**src/sv/aacc_pkg.sv**
```systemverilog
`timescale 1ns / 1ps
`default_nettype none

package aacc_pkg;

   localparam int BYTE_W  = 8;
   localparam int COEF_W  = 11;
   localparam int OFFS_W  = 18;
   localparam int PROD_W  = COEF_W + BYTE_W + 1;
   localparam int SUM_W   = PROD_W + 2;
   localparam int NUM_CH  = 3;
   localparam int NUM_BYTES = 4;
   localparam int ADDR_W  = 4;
   localparam int DATA_W  = 32;

   // layout codes as written into the layout registers
   localparam logic [2:0] LAYOUT_ARGB = 3'd0;
   localparam logic [2:0] LAYOUT_BGRA = 3'd1;
   localparam logic [2:0] LAYOUT_ABGR = 3'd2;
   localparam logic [2:0] LAYOUT_RGBA = 3'd3;
   localparam logic [2:0] LAYOUT_AYUV = 3'd4;

   // register indexes
   localparam logic [1:0] REG_SOURCE_LAYOUT   = 2'd0;
   localparam logic [1:0] REG_TARGET_LAYOUT   = 2'd1;
   localparam logic [1:0] REG_SOURCE_IS_BT601 = 2'd2;
   localparam logic [1:0] REG_TARGET_IS_BT601 = 2'd3;

   typedef enum logic [2:0] {
      MODE_PASS,
      MODE_REORDER,
      MODE_RGB2YUV,
      MODE_YUV2RGB,
      MODE_REMAT
   } mode_type;

   typedef enum logic [2:0] {
      MAT_Y2R_601,
      MAT_Y2R_709,
      MAT_R2Y_601,
      MAT_R2Y_709,
      MAT_601_TO_709,
      MAT_709_TO_601
   } matrix_sel_type;

   typedef logic signed [COEF_W-1:0] coef_type;
   typedef logic signed [OFFS_W-1:0] offs_type;
   typedef logic signed [PROD_W-1:0] prod_type;
   typedef logic [NUM_BYTES-1:0][BYTE_W-1:0] pixel_type;

   typedef struct packed {
      coef_type [NUM_CH-1:0][NUM_CH-1:0] coef;
      offs_type [NUM_CH-1:0]             offs;
   } matrix_type;

   typedef struct packed {
      logic [2:0] src_layout;
      logic [2:0] dst_layout;
      logic       src_601;
      logic       dst_601;
   } csr_type;

   // decoded pixel, operands and matrix picked
   typedef struct packed {
      logic                           use_mat;
      logic                           clamp;
      logic [1:0]                     place;
      logic [BYTE_W-1:0]              alpha;
      pixel_type                      bypass;
      logic [NUM_CH-1:0][BYTE_W-1:0]  opnd;
      matrix_type                     mat;
      logic                           frame_end;
   } dec_type;

   // products ready for the final sum
   typedef struct packed {
      logic                           use_mat;
      logic                           clamp;
      logic [1:0]                     place;
      logic [BYTE_W-1:0]              alpha;
      pixel_type                      bypass;
      prod_type [NUM_CH-1:0][NUM_CH-1:0] prod;
      offs_type [NUM_CH-1:0]          offs;
      logic                           frame_end;
   } prod_stage_type;

   function automatic matrix_type build_matrix(input int v [12]);
      matrix_type m;
      for (int r = 0; r < NUM_CH; r++) begin
         for (int c = 0; c < NUM_CH; c++) begin
            m.coef[r][c] = COEF_W'(v[r*4 + c]);
         end
         m.offs[r] = OFFS_W'(v[r*4 + 3]);
      end
      return m;
   endfunction

   function automatic matrix_type matrix_of(input matrix_sel_type sel);
      matrix_type m;
      case (sel)
         MAT_Y2R_601: m = build_matrix('{298, 0, 409, -57068,
                                         298, -100, -208, 34707,
                                         298, 516, 0, -70870});
         MAT_Y2R_709: m = build_matrix('{298, 0, 459, -63514,
                                         298, -55, -136, 19681,
                                         298, 541, 0, -73988});
         MAT_R2Y_601: m = build_matrix('{66, 129, 25, 4096,
                                         -38, -74, 112, 32768,
                                         112, -94, -18, 32768});
         MAT_R2Y_709: m = build_matrix('{47, 157, 16, 4096,
                                         -26, -87, 112, 32768,
                                         112, -102, -10, 32768});
         MAT_601_TO_709: m = build_matrix('{256, -30, -53, 10600,
                                            0, 261, 29, -4367,
                                            0, 19, 262, -3289});
         MAT_709_TO_601: m = build_matrix('{256, 25, 49, -9536,
                                            0, 253, -28, 3958,
                                            0, -19, 252, 2918});
         default: m = '0;
      endcase
      return m;
   endfunction

   // byte position of channel ch (0 A, 1 R, 2 G, 3 B) in an rgb layout
   function automatic logic [1:0] pos_of(input logic [1:0] layout, input logic [1:0] ch);
      logic [1:0] p;
      case (layout)
         LAYOUT_ARGB[1:0]: p = ch;
         LAYOUT_BGRA[1:0]: p = 2'd3 - ch;
         LAYOUT_ABGR[1:0]: p = 2'd0 - ch;
         LAYOUT_RGBA[1:0]: p = ch - 2'd1;
         default:          p = ch;
      endcase
      return p;
   endfunction

endpackage

`default_nettype wire

```
**src/sv/argb_ayuv_color_converter_unit.sv**
```systemverilog
// Pixel converter between the ARGB, BGRA, ABGR, RGBA and AYUV byte layouts.
// Input pixels arrive on the req_ channel and converted pixels leave on the
// rsp_ channel, both valid/ready; one transfer carries one four-byte pixel
// plus its frame end marker, and every input pixel gives exactly one output.
// The csr_ port is a small APB-style register file: source layout (0x0),
// target layout (0x4), source BT.601 flag (0x8), target BT.601 flag (0xC).
// Registers should be written only while no pixel is in flight.
// An accepted input reaches a valid output through three registered stages:
// decode and operand select, then the nine coefficient multiplies, then sum,
// shift, clamp and byte placement into the output register. While rsp_ready
// is high a new pixel can enter every cycle, one pixel per clock.
// When rsp_ready is low the stages behind it keep filling; req_ready drops
// only once all three stages hold a pixel, and nothing is lost or repeated.
// Synchronous reset empties the pipeline and sets both layouts to AYUV and
// both flags to BT.601, so the block passes pixels through unchanged.
`timescale 1ns / 1ps
`default_nettype none

module argb_ayuv_color_converter_unit (
   input  wire logic                        clock,
   input  wire logic                        reset,
   input  wire logic                        req_valid,
   output logic                             req_ready,
   input  wire logic [aacc_pkg::BYTE_W-1:0] req_in_byte0,
   input  wire logic [aacc_pkg::BYTE_W-1:0] req_in_byte1,
   input  wire logic [aacc_pkg::BYTE_W-1:0] req_in_byte2,
   input  wire logic [aacc_pkg::BYTE_W-1:0] req_in_byte3,
   input  wire logic                        req_frame_end_in,
   output logic                             rsp_valid,
   input  wire logic                        rsp_ready,
   output logic [aacc_pkg::BYTE_W-1:0]      rsp_out_byte0,
   output logic [aacc_pkg::BYTE_W-1:0]      rsp_out_byte1,
   output logic [aacc_pkg::BYTE_W-1:0]      rsp_out_byte2,
   output logic [aacc_pkg::BYTE_W-1:0]      rsp_out_byte3,
   output logic                             rsp_frame_end_out,
   input  wire logic                        csr_psel,
   input  wire logic                        csr_penable,
   input  wire logic                        csr_pwrite,
   input  wire logic [aacc_pkg::ADDR_W-1:0] csr_paddr,
   input  wire logic [aacc_pkg::DATA_W-1:0] csr_pwdata,
   output logic [aacc_pkg::DATA_W-1:0]      csr_prdata,
   output logic                             csr_pready
);
   import aacc_pkg::*;

   csr_type        csr;
   pixel_type      req_pixel;
   pixel_type      rsp_pixel;
   logic           dec_valid;
   logic           dec_ready;
   dec_type        dec_data;
   logic           mult_valid;
   logic           mult_ready;
   prod_stage_type mult_data;

   assign req_pixel = {req_in_byte3, req_in_byte2, req_in_byte1, req_in_byte0};

   aacc_csr u_csr (
      .clock       (clock),
      .reset       (reset),
      .csr_psel    (csr_psel),
      .csr_penable (csr_penable),
      .csr_pwrite  (csr_pwrite),
      .csr_paddr   (csr_paddr),
      .csr_pwdata  (csr_pwdata),
      .csr_prdata  (csr_prdata),
      .csr_pready  (csr_pready),
      .csr         (csr)
   );

   aacc_decode u_decode (
      .clock        (clock),
      .reset        (reset),
      .csr          (csr),
      .in_valid     (req_valid),
      .in_ready     (req_ready),
      .in_pixel     (req_pixel),
      .in_frame_end (req_frame_end_in),
      .out_valid    (dec_valid),
      .out_ready    (dec_ready),
      .out_data     (dec_data)
   );

   aacc_mult u_mult (
      .clock     (clock),
      .reset     (reset),
      .in_valid  (dec_valid),
      .in_ready  (dec_ready),
      .in_data   (dec_data),
      .out_valid (mult_valid),
      .out_ready (mult_ready),
      .out_data  (mult_data)
   );

   aacc_pack u_pack (
      .clock         (clock),
      .reset         (reset),
      .in_valid      (mult_valid),
      .in_ready      (mult_ready),
      .in_data       (mult_data),
      .out_valid     (rsp_valid),
      .out_ready     (rsp_ready),
      .out_pixel     (rsp_pixel),
      .out_frame_end (rsp_frame_end_out)
   );

   assign rsp_out_byte0 = rsp_pixel[0];
   assign rsp_out_byte1 = rsp_pixel[1];
   assign rsp_out_byte2 = rsp_pixel[2];
   assign rsp_out_byte3 = rsp_pixel[3];

endmodule

`default_nettype wire

```
**src/sv/aacc_csr.sv**
```systemverilog
`timescale 1ns / 1ps
`default_nettype none

module aacc_csr (
   input  wire logic                       clock,
   input  wire logic                       reset,
   input  wire logic                       csr_psel,
   input  wire logic                       csr_penable,
   input  wire logic                       csr_pwrite,
   input  wire logic [aacc_pkg::ADDR_W-1:0] csr_paddr,
   input  wire logic [aacc_pkg::DATA_W-1:0] csr_pwdata,
   output logic [aacc_pkg::DATA_W-1:0]      csr_prdata,
   output logic                            csr_pready,
   output aacc_pkg::csr_type               csr
);
   import aacc_pkg::*;

   csr_type    csr_ff;
   csr_type    csr_in;
   logic       write_en;
   logic [1:0] reg_index;

   assign reg_index = csr_paddr[3:2];
   assign write_en  = csr_psel && csr_penable && csr_pwrite;
   assign csr_pready = 1'b1;

   always_comb begin
      csr_in = csr_ff;
      if (write_en) begin
         case (reg_index)
            REG_SOURCE_LAYOUT:   csr_in.src_layout = csr_pwdata[2:0];
            REG_TARGET_LAYOUT:   csr_in.dst_layout = csr_pwdata[2:0];
            REG_SOURCE_IS_BT601: csr_in.src_601    = csr_pwdata[0];
            REG_TARGET_IS_BT601: csr_in.dst_601    = csr_pwdata[0];
            default:             csr_in = csr_ff;
         endcase
      end
   end

   always_ff @(posedge clock) begin
      if (reset) begin
         csr_ff.src_layout <= LAYOUT_AYUV;
         csr_ff.dst_layout <= LAYOUT_AYUV;
         csr_ff.src_601    <= 1'b1;
         csr_ff.dst_601    <= 1'b1;
      end else begin
         csr_ff <= csr_in;
      end
   end

   always_comb begin
      case (reg_index)
         REG_SOURCE_LAYOUT:   csr_prdata = DATA_W'(csr_ff.src_layout);
         REG_TARGET_LAYOUT:   csr_prdata = DATA_W'(csr_ff.dst_layout);
         REG_SOURCE_IS_BT601: csr_prdata = DATA_W'(csr_ff.src_601);
         REG_TARGET_IS_BT601: csr_prdata = DATA_W'(csr_ff.dst_601);
         default:             csr_prdata = '0;
      endcase
   end

   assign csr = csr_ff;

endmodule

`default_nettype wire

```
**src/sv/aacc_decode.sv**
```systemverilog
`timescale 1ns / 1ps
`default_nettype none

module aacc_decode (
   input  wire logic                 clock,
   input  wire logic                 reset,
   input  wire aacc_pkg::csr_type    csr,
   input  wire logic                 in_valid,
   output logic                      in_ready,
   input  wire aacc_pkg::pixel_type  in_pixel,
   input  wire logic                 in_frame_end,
   output logic                      out_valid,
   input  wire logic                 out_ready,
   output aacc_pkg::dec_type         out_data
);
   import aacc_pkg::*;

   logic           valid_ff;
   dec_type        data_ff;
   dec_type        data_in;
   mode_type       mode;
   matrix_sel_type mat_sel;
   logic [1:0]     src2;
   logic [1:0]     dst2;

   assign src2 = csr.src_layout[1:0];
   assign dst2 = csr.dst_layout[1:0];

   always_comb begin
      if (csr.src_layout > LAYOUT_AYUV || csr.dst_layout > LAYOUT_AYUV) begin
         mode = MODE_PASS;
      end else if (csr.src_layout == LAYOUT_AYUV && csr.dst_layout == LAYOUT_AYUV) begin
         mode = (csr.src_601 != csr.dst_601) ? MODE_REMAT : MODE_PASS;
      end else if (csr.src_layout == LAYOUT_AYUV) begin
         mode = MODE_YUV2RGB;
      end else if (csr.dst_layout == LAYOUT_AYUV) begin
         mode = MODE_RGB2YUV;
      end else begin
         mode = MODE_REORDER;
      end
   end

   always_comb begin
      case (mode)
         MODE_REMAT:   mat_sel = csr.dst_601 ? MAT_709_TO_601 : MAT_601_TO_709;
         MODE_YUV2RGB: mat_sel = csr.src_601 ? MAT_Y2R_601 : MAT_Y2R_709;
         MODE_RGB2YUV: mat_sel = csr.dst_601 ? MAT_R2Y_601 : MAT_R2Y_709;
         default:      mat_sel = MAT_R2Y_601;
      endcase
   end

   always_comb begin
      data_in           = '0;
      data_in.frame_end = in_frame_end;
      data_in.bypass    = in_pixel;
      data_in.mat       = matrix_of(mat_sel);
      data_in.use_mat   = (mode == MODE_REMAT) || (mode == MODE_YUV2RGB) ||
                          (mode == MODE_RGB2YUV);
      data_in.clamp     = (mode == MODE_YUV2RGB);
      data_in.place     = (mode == MODE_YUV2RGB) ? dst2 : LAYOUT_ARGB[1:0];
      if (mode == MODE_RGB2YUV) begin
         data_in.alpha = in_pixel[pos_of(src2, 2'd0)];
         for (int c = 0; c < NUM_CH; c++) begin
            data_in.opnd[c] = in_pixel[pos_of(src2, 2'(c + 1))];
         end
      end else begin
         data_in.alpha = in_pixel[0];
         for (int c = 0; c < NUM_CH; c++) begin
            data_in.opnd[c] = in_pixel[c + 1];
         end
      end
      if (mode == MODE_REORDER) begin
         for (int i = 0; i < NUM_BYTES; i++) begin
            data_in.bypass[pos_of(dst2, 2'(i))] = in_pixel[pos_of(src2, 2'(i))];
         end
      end
   end

   assign in_ready = !valid_ff || out_ready;

   always_ff @(posedge clock) begin
      if (reset) begin
         valid_ff <= 1'b0;
      end else if (in_ready) begin
         valid_ff <= in_valid;
      end
   end

   always_ff @(posedge clock) begin
      if (in_ready && in_valid) begin
         data_ff <= data_in;
      end
   end

   assign out_valid = valid_ff;
   assign out_data  = data_ff;

endmodule

`default_nettype wire

```
**src/sv/aacc_mult.sv**
```systemverilog
`timescale 1ns / 1ps
`default_nettype none

module aacc_mult (
   input  wire logic                  clock,
   input  wire logic                  reset,
   input  wire logic                  in_valid,
   output logic                       in_ready,
   input  wire aacc_pkg::dec_type     in_data,
   output logic                       out_valid,
   input  wire logic                  out_ready,
   output aacc_pkg::prod_stage_type   out_data
);
   import aacc_pkg::*;

   logic           valid_ff;
   prod_stage_type data_ff;
   prod_stage_type data_in;

   // nine small products, one per matrix entry
   always_comb begin
      data_in.use_mat   = in_data.use_mat;
      data_in.clamp     = in_data.clamp;
      data_in.place     = in_data.place;
      data_in.alpha     = in_data.alpha;
      data_in.bypass    = in_data.bypass;
      data_in.offs      = in_data.mat.offs;
      data_in.frame_end = in_data.frame_end;
      for (int r = 0; r < NUM_CH; r++) begin
         for (int c = 0; c < NUM_CH; c++) begin
            data_in.prod[r][c] = PROD_W'($signed(in_data.mat.coef[r][c]) *
                                         $signed({1'b0, in_data.opnd[c]}));
         end
      end
   end

   assign in_ready = !valid_ff || out_ready;

   always_ff @(posedge clock) begin
      if (reset) begin
         valid_ff <= 1'b0;
      end else if (in_ready) begin
         valid_ff <= in_valid;
      end
   end

   always_ff @(posedge clock) begin
      if (in_ready && in_valid) begin
         data_ff <= data_in;
      end
   end

   assign out_valid = valid_ff;
   assign out_data  = data_ff;

endmodule

`default_nettype wire

```
**src/sv/aacc_pack.sv**
```systemverilog
`timescale 1ns / 1ps
`default_nettype none

module aacc_pack (
   input  wire logic                     clock,
   input  wire logic                     reset,
   input  wire logic                     in_valid,
   output logic                          in_ready,
   input  wire aacc_pkg::prod_stage_type in_data,
   output logic                          out_valid,
   input  wire logic                     out_ready,
   output aacc_pkg::pixel_type           out_pixel,
   output logic                          out_frame_end
);
   import aacc_pkg::*;

   logic                          valid_ff;
   pixel_type                     pixel_ff;
   pixel_type                     pixel_in;
   logic                          frame_end_ff;
   logic signed [SUM_W-1:0]       sum [NUM_CH];
   logic [NUM_CH-1:0][BYTE_W-1:0] chan;

   // sum, floor shift by 8, then clamp or wrap to a byte
   always_comb begin
      for (int r = 0; r < NUM_CH; r++) begin
         sum[r] = SUM_W'(in_data.prod[r][0]) + SUM_W'(in_data.prod[r][1]) +
                  SUM_W'(in_data.prod[r][2]) + SUM_W'(in_data.offs[r]);
         if (!in_data.clamp) begin
            chan[r] = sum[r][BYTE_W+7:8];
         end else if (sum[r][SUM_W-1]) begin
            chan[r] = '0;
         end else if (|sum[r][SUM_W-2:BYTE_W+8]) begin
            chan[r] = '1;
         end else begin
            chan[r] = sum[r][BYTE_W+7:8];
         end
      end
   end

   always_comb begin
      pixel_in = in_data.bypass;
      if (in_data.use_mat) begin
         pixel_in[pos_of(in_data.place, 2'd0)] = in_data.alpha;
         for (int c = 0; c < NUM_CH; c++) begin
            pixel_in[pos_of(in_data.place, 2'(c + 1))] = chan[c];
         end
      end
   end

   assign in_ready = !valid_ff || out_ready;

   always_ff @(posedge clock) begin
      if (reset) begin
         valid_ff <= 1'b0;
      end else if (in_ready) begin
         valid_ff <= in_valid;
      end
   end

   always_ff @(posedge clock) begin
      if (in_ready && in_valid) begin
         pixel_ff     <= pixel_in;
         frame_end_ff <= in_data.frame_end;
      end
   end

   assign out_valid     = valid_ff;
   assign out_pixel     = pixel_ff;
   assign out_frame_end = frame_end_ff;

endmodule

`default_nettype wire

```
**config.mk**
```make
export PLATFORM = sky130hd
export DESIGN_NAME = argb_ayuv_color_converter_unit
export DESIGN_NICKNAME = d
export VERILOG_FILES = /design/src/sv/aacc_pkg.sv /design/src/sv/argb_ayuv_color_converter_unit.sv /design/src/sv/aacc_csr.sv /design/src/sv/aacc_decode.sv /design/src/sv/aacc_mult.sv /design/src/sv/aacc_pack.sv
export SDC_FILE = /design/constraint.sdc
export NUM_CORES = 2
export LEC_CHECK = 0
export BUFFER_PORTS_ARGS = -buffer_cell sky130_fd_sc_hd__buf_2
export CORE_MARGIN = 2
export CORE_UTILIZATION = 53
export DETAILED_ROUTE_END_ITERATION = 8
export PLACE_DENSITY = 0.72
export REMOVE_ABC_BUFFERS = 1
export SYNTH_ARGS = -nofsm -noshare
export SYNTH_HDL_FRONTEND = slang
export SYNTH_SLANG_ARGS = --single-unit
```
**constraint.sdc**
```tcl
create_clock -name clock -period 42.1 [get_ports clock]
set_input_delay 4.21 -clock clock [delete_from_list [all_inputs] [get_ports clock]]
set_output_delay 4.21 -clock clock [all_outputs]
set_load 0.1 [all_outputs]
```
Yosys cells after proc, flatten, opt, wreduce, memory -nomap -nowiden
Index checks and enable logic that the tools add are counted.
{ "word_totals": {"wordCells": 258, "reg_bits": 545, "inputBits": 76} }
{ "op_classes": {"n_mux": 92, "add_sub_neg": 9, "n_mul": 9, "eq_ne": 24, "n_reduce_logical": 41, "order_cmp": 26} }
{ "op_table": {"columns": ["op", "count"], "rows": [
  ["$pmux W153 S6", 1],
  ["$bwmux W32", 8],
  ["$mux W8", 26],
  ["$mul A11 B9 Y20", 9],
  ["$bmux W8 S2", 8],
  ["$demux W8 S2", 8],
  ["$pmux W32 S4", 1],
  ["$add A21 B20 Y22", 3],
  ["$add A22 B18 Y22", 3],
  ["$mux W32", 2],
  ["$add A20 B20 Y21", 3],
  ["$lt A2 B3 Y1 const B", 16],
  ["$pmux W2 S4", 6],
  ["$mux W2", 17],
  ["$mux W24", 1],
  ["$pmux W2 S2", 6],
  ["$eq A2 B2 Y1 const B", 8],
  ["$ge A2 B1 Y1 const B", 8],
  ["$eq A3 B3 Y1 const B", 5],
  ["$reduce_or A5 Y1", 3],
  ["$logic_and A1 B1 Y1", 14],
  ["$eq A3 B2 Y1 const B", 4],
  ["$mux W3", 4],
  ["$reduce_or A2 Y1", 6],
  ["11 further kinds", 31]
]} }

Depth between registers and ports, before layout
{ "logic_depth": {"depth_word": 16, "ltp_mapped": 22, "ltp_nobuf": 21} }

Cells and area by module
From an unflattened synthesis, not the netlist that was laid out.
{ "hier_totals": {"hier_cells": 5471, "hier_area_um2": 54177.0} }
{ "modules_own_cells": {"columns": ["module", "cells_each", "seq_area_each_um2", "n_inst", "area_each_um2"], "rows": [
  ["aacc_mult", 3908, 8398.1, 1, 38674.6],
  ["aacc_pack", 932, 1011.0, 1, 8136.6],
  ["aacc_decode", 559, 3263.1, 1, 6715.2],
  ["aacc_csr", 72, 160.2, 1, 650.6]
]} }

Worst setup path before layout
Ideal clock, no wire load.
{ "synth_path": {"kind": "input -> register", "start": "input port rsp_ready", "end": "register u_mult.data_ff (netlist bit u_mult.out_data[0]), enable pin", "path_slack_ns": 19.617, "arrival_ns": 21.289, "path_buffers": 0, "required_ns": 40.906, "stages": 2, "path_cell_list": "nor2b_1 -> a21boi_0"} }
{ "synth_via": {"elab_chain_cells": 3} }
{ "synth_rtl": {"columns": ["item", "line_no", "rtl"], "rows": [
  ["start: declaration", "argb_ayuv_color_converter_unit.sv:30", "input wire logic rsp_ready,"],
  ["$logic_or A1 B1 Y1", "aacc_pack.sv:51", "assign in_ready = !valid_ff || out_ready;"],
  ["$logic_or A1 B1 Y1", "aacc_mult.sv:37", "assign in_ready = !valid_ff || out_ready;"],
  ["$logic_and A1 B1 Y1", "aacc_mult.sv:48", "if (in_ready && in_valid) begin"],
  ["end signal: assignment", "aacc_mult.sv:49", "data_ff <= data_in;"],
  ["end: declaration", "aacc_mult.sv:17", "prod_stage_type data_ff;"]
]} }
No other way between the ends.
A chain may end at the register's enable or synchronous reset.

Final worst setup path
{ "layout_path": {"start": "input port rsp_ready", "end": "output port req_ready"} }
{ "layout_via": {"elab_chain_cells": 3} }
{ "layout_rtl": {"columns": ["item", "line_no", "rtl"], "rows": [
  ["$logic_or A1 B1 Y1", "aacc_pack.sv:51", null],
  ["$logic_or A1 B1 Y1", "aacc_mult.sv:37", null],
  ["$logic_or A1 B1 Y1", "aacc_decode.sv:79", "assign in_ready = !valid_ff || out_ready;"],
  ["end: declaration", "argb_ayuv_color_converter_unit.sv:23", "output logic req_ready,"]
]} }
No other way between the ends.

==> flow_summary.yaml <==
logic_synthesis:
  synth_top_area_share_pct: 27.7
  syn_area_per_cell_sq_um: 10.4
  syn_inst: 4151
  synth_seq_area_share_pct: 26.7
  async_reset_ff_share_pct: 0
  synthFlopType: "edfxtp_1"
  synth_edf_count: 377
  synthDominantAreaCellType: "fa_1"
  synth.cell_area_sq_mm: 0.0432
  synth.distinct_cells: 89
  synth_seq_cells: 388
  ys_warn_count: 0
  synthTopCellsByArea: "fa_1, edfxtp_1, ha_1, inv_1, and2_1"
placement:
  place_ws_ps: 32500
  gp_congestion: 0.967
  post-dp-hpwl_mm: 88.2
  place_area_sq_mm: 0.0447
  io_buffers: 82
die:
  core_sq_mm: 0.0805
  die_h_um: 289
  pin_count: 144
  row_count: 104
  die_width_um: 289
  start_util_pct: 53.6
  die-area_sq_mm: 0.0838
setup_path:
  path_buf_inv: 2
  cp-start-kind: "input pin"
  critical_path_class: "in2out"
  worstSetupEndpointType: "output pin"
  max_stage_delay_ps: 560
  cp_common_cell: "buf_2"
  arrival_ps: 5380
  path_max_fanout: 6
  cp_slowest_cell: "nor2b_1"
  crit_family: "simple AND/OR/NAND/NOR gates"
  crit_chain: "buf_2 -> nor2b_1 -> nand3_1 -> buf_2"
  cp.required_ps: 37890
routing:
  wirelength_mm: 108
  drc: 0
  first_pass_iters: 5
  drtIter0Drc: 2339
  dr_total_vias: 29000
  drt-vias-per-instance: 5.46
  antenna_left: 0
  wl_per_cell_um: 20.3
cts:
  cts.sinks: 388
  htree_levels: 2
  cts_made_buffers: 45
  tritoncts: "built"
  path_clk_slew_ps: 60
  cts-root-buf: "clkbuf_16"
  hold_buffers: 0
  clk_latency_ps: 610
  clk_path_buf_depth: 3
  post_cts_resized: 0
  post_cts_buffers: 0
grt:
  grt_max_degree: 165
  antenna_found_initial: 6
  overflow: 0
  grt_pass1_vias: 29400
  grt_use_total_pct: 26.7
  grt_first_pass_wirelength_mm: 169
timing:
  fmax_mhz: 104
  fin_crit_ps: 9590
  fin_tns_setup_ps: 0
  min_period_over_period_pct: 22.8
  relSlewSlack_pct: 13.7
  whs_ps: 416
  worst_slew_pin_slew_ps: 1290
  fin_ws_ps: 32510
  setup_violations: 0
  rsz0062_at_grt: "false"
  final-hold-violation-count: 0
  clock_skew_ps: 23.4
  slew_viol_final: 0
cells_and_area:
  regArea_sq_mm: 0.0115
  syn_to_final_growth_pct: 7.09
  final_cell_mix: "inv_1, fa_1, ha_1, edfxtp_1, and2_1"
  layout_commonest_cell: "inv_1"
  stdcell_area_sq_mm: 0.0462
  multiInputGateArea_sq_mm: 0.0274
  final_nets: 5317
  diodes: 0
  fillers: 6704
  drive_above_1_share_pct: 5.70
worst_hold_path:
  hold_path.class: "reg2reg"
flow_run:
  drv_cap: 0
run_status:
  status: "complete, no violations"
==> synth_stat cells (all sizes together) (7+ instances only) <==
cell type  instances
or2               16
o21a              30
a21boi            24
dfxtp             11
and3              15
a211oi            11
buf               37
a21o              37
xnor2             94
a21oi            126
inv             1010
o31ai              9
o21ai            111
clkbuf            77
o22a              25
nand2            261
and2             293
edfxtp           377
a31oi             19
or4                7
nand2b            11
nor2             143
o211ai            12
mux2              30
nor3              38
nand3             23
o21bai             9
or3               12
o22ai             18
o221ai            27
o311ai             7
a22oi              9
nor2b             26
fa               598
nand4              7
xor2              42
mux2i             25
ha               430
==> layer usage <==
metal / part of all wire [%] / global-route usage (%) / vias up
li1: - / - / 13400
met2: 46 / 42.4 / 911
met4: 4.3 / 10.5 / 6
met3: 7.1 / 4.19 / 196
met1: 42 / 37.0 / 14500
met5: 0.040 / 0 / -
==> state kept, by name (all words and copies together) (netlist names) <==
signal                count
u_csr.csr                 8
u_decode.out_data       108
u_decode.out_valid        1
u_mult.out_data         236
u_mult.out_valid          1
u_pack.out_frame_end      1
u_pack.out_pixel         32
u_pack.out_valid          1
==> metrics by stage <==
stage | utilization [%] | instances
2_1_floorplan | - | 4065
3_3_place_gp | 55.4 | 5226
3_5_place_dp | 55.4 | 5226
4_1_cts | 57.4 | 5309
5_1_grt | 57.4 | 5309
6_report | 57.4 | 5309
==> logic make-up (layout without fill, tap and decap cells) <==
group / count (synthesis) / in the layout / synth area share, %
compound gates: 543 / 543 / 8.54
xor+xnor: 136 / 136 / 2.76
fa+ha+maj: 1028 / 1028 / 40.2
buf+inv: 1124 / 1194 / 10.1
flops: 388 / 388 / 26.7
mux: 56 / 56 / 1.42
other cells: 2 / 30 / 0.0174
simple gates: 874 / 874 / 10.3
==> final timing paths <==
| path | start | end | slack [ps] | depth (start not counted) |
|---|---|---|---|---|
| worst max-delay path | rsp_ready | req_ready | 32510 | 4 |
| worst min-delay path | u_decode.out_data[196] | u_mult.out_data[253] | 420 | 0 |
| worst max register to register | u_decode.out_data[138] | u_mult.out_data[174] | 35360 | 19 |
| worst min register to register | u_decode.out_data[196] | u_mult.out_data[253] | 420 | 0 |
==> final cells by class <==
| class | instances | area share, % |
|---|---|---|
| clock inverter | 36 | 0.966 |
| sequential | 388 | 25.0 |
| timing repair buffer | 101 | 1.22 |
| tap | 1060 | 2.87 |
| inverter | 1010 | 8.20 |
| multi-input combinational | 2667 | 59.3 |
| clock buffer | 47 | 2.45 |
==> worst reg2reg max path, delay by kind of cell (launching register included) <==
kind | cells | cell delay [ps]
AO/OA/AOI/OAI | 7 | 2160
buffers and inverters | 3 | 160
flip-flops | 1 | 920
adder cells (fa/ha/maj) | 5 | 2380
AND/OR/NAND/NOR | 4 | 790
Power is not shown: default switching activity piles up to over one toggle a cycle in this logic, so the estimate is an artifact.
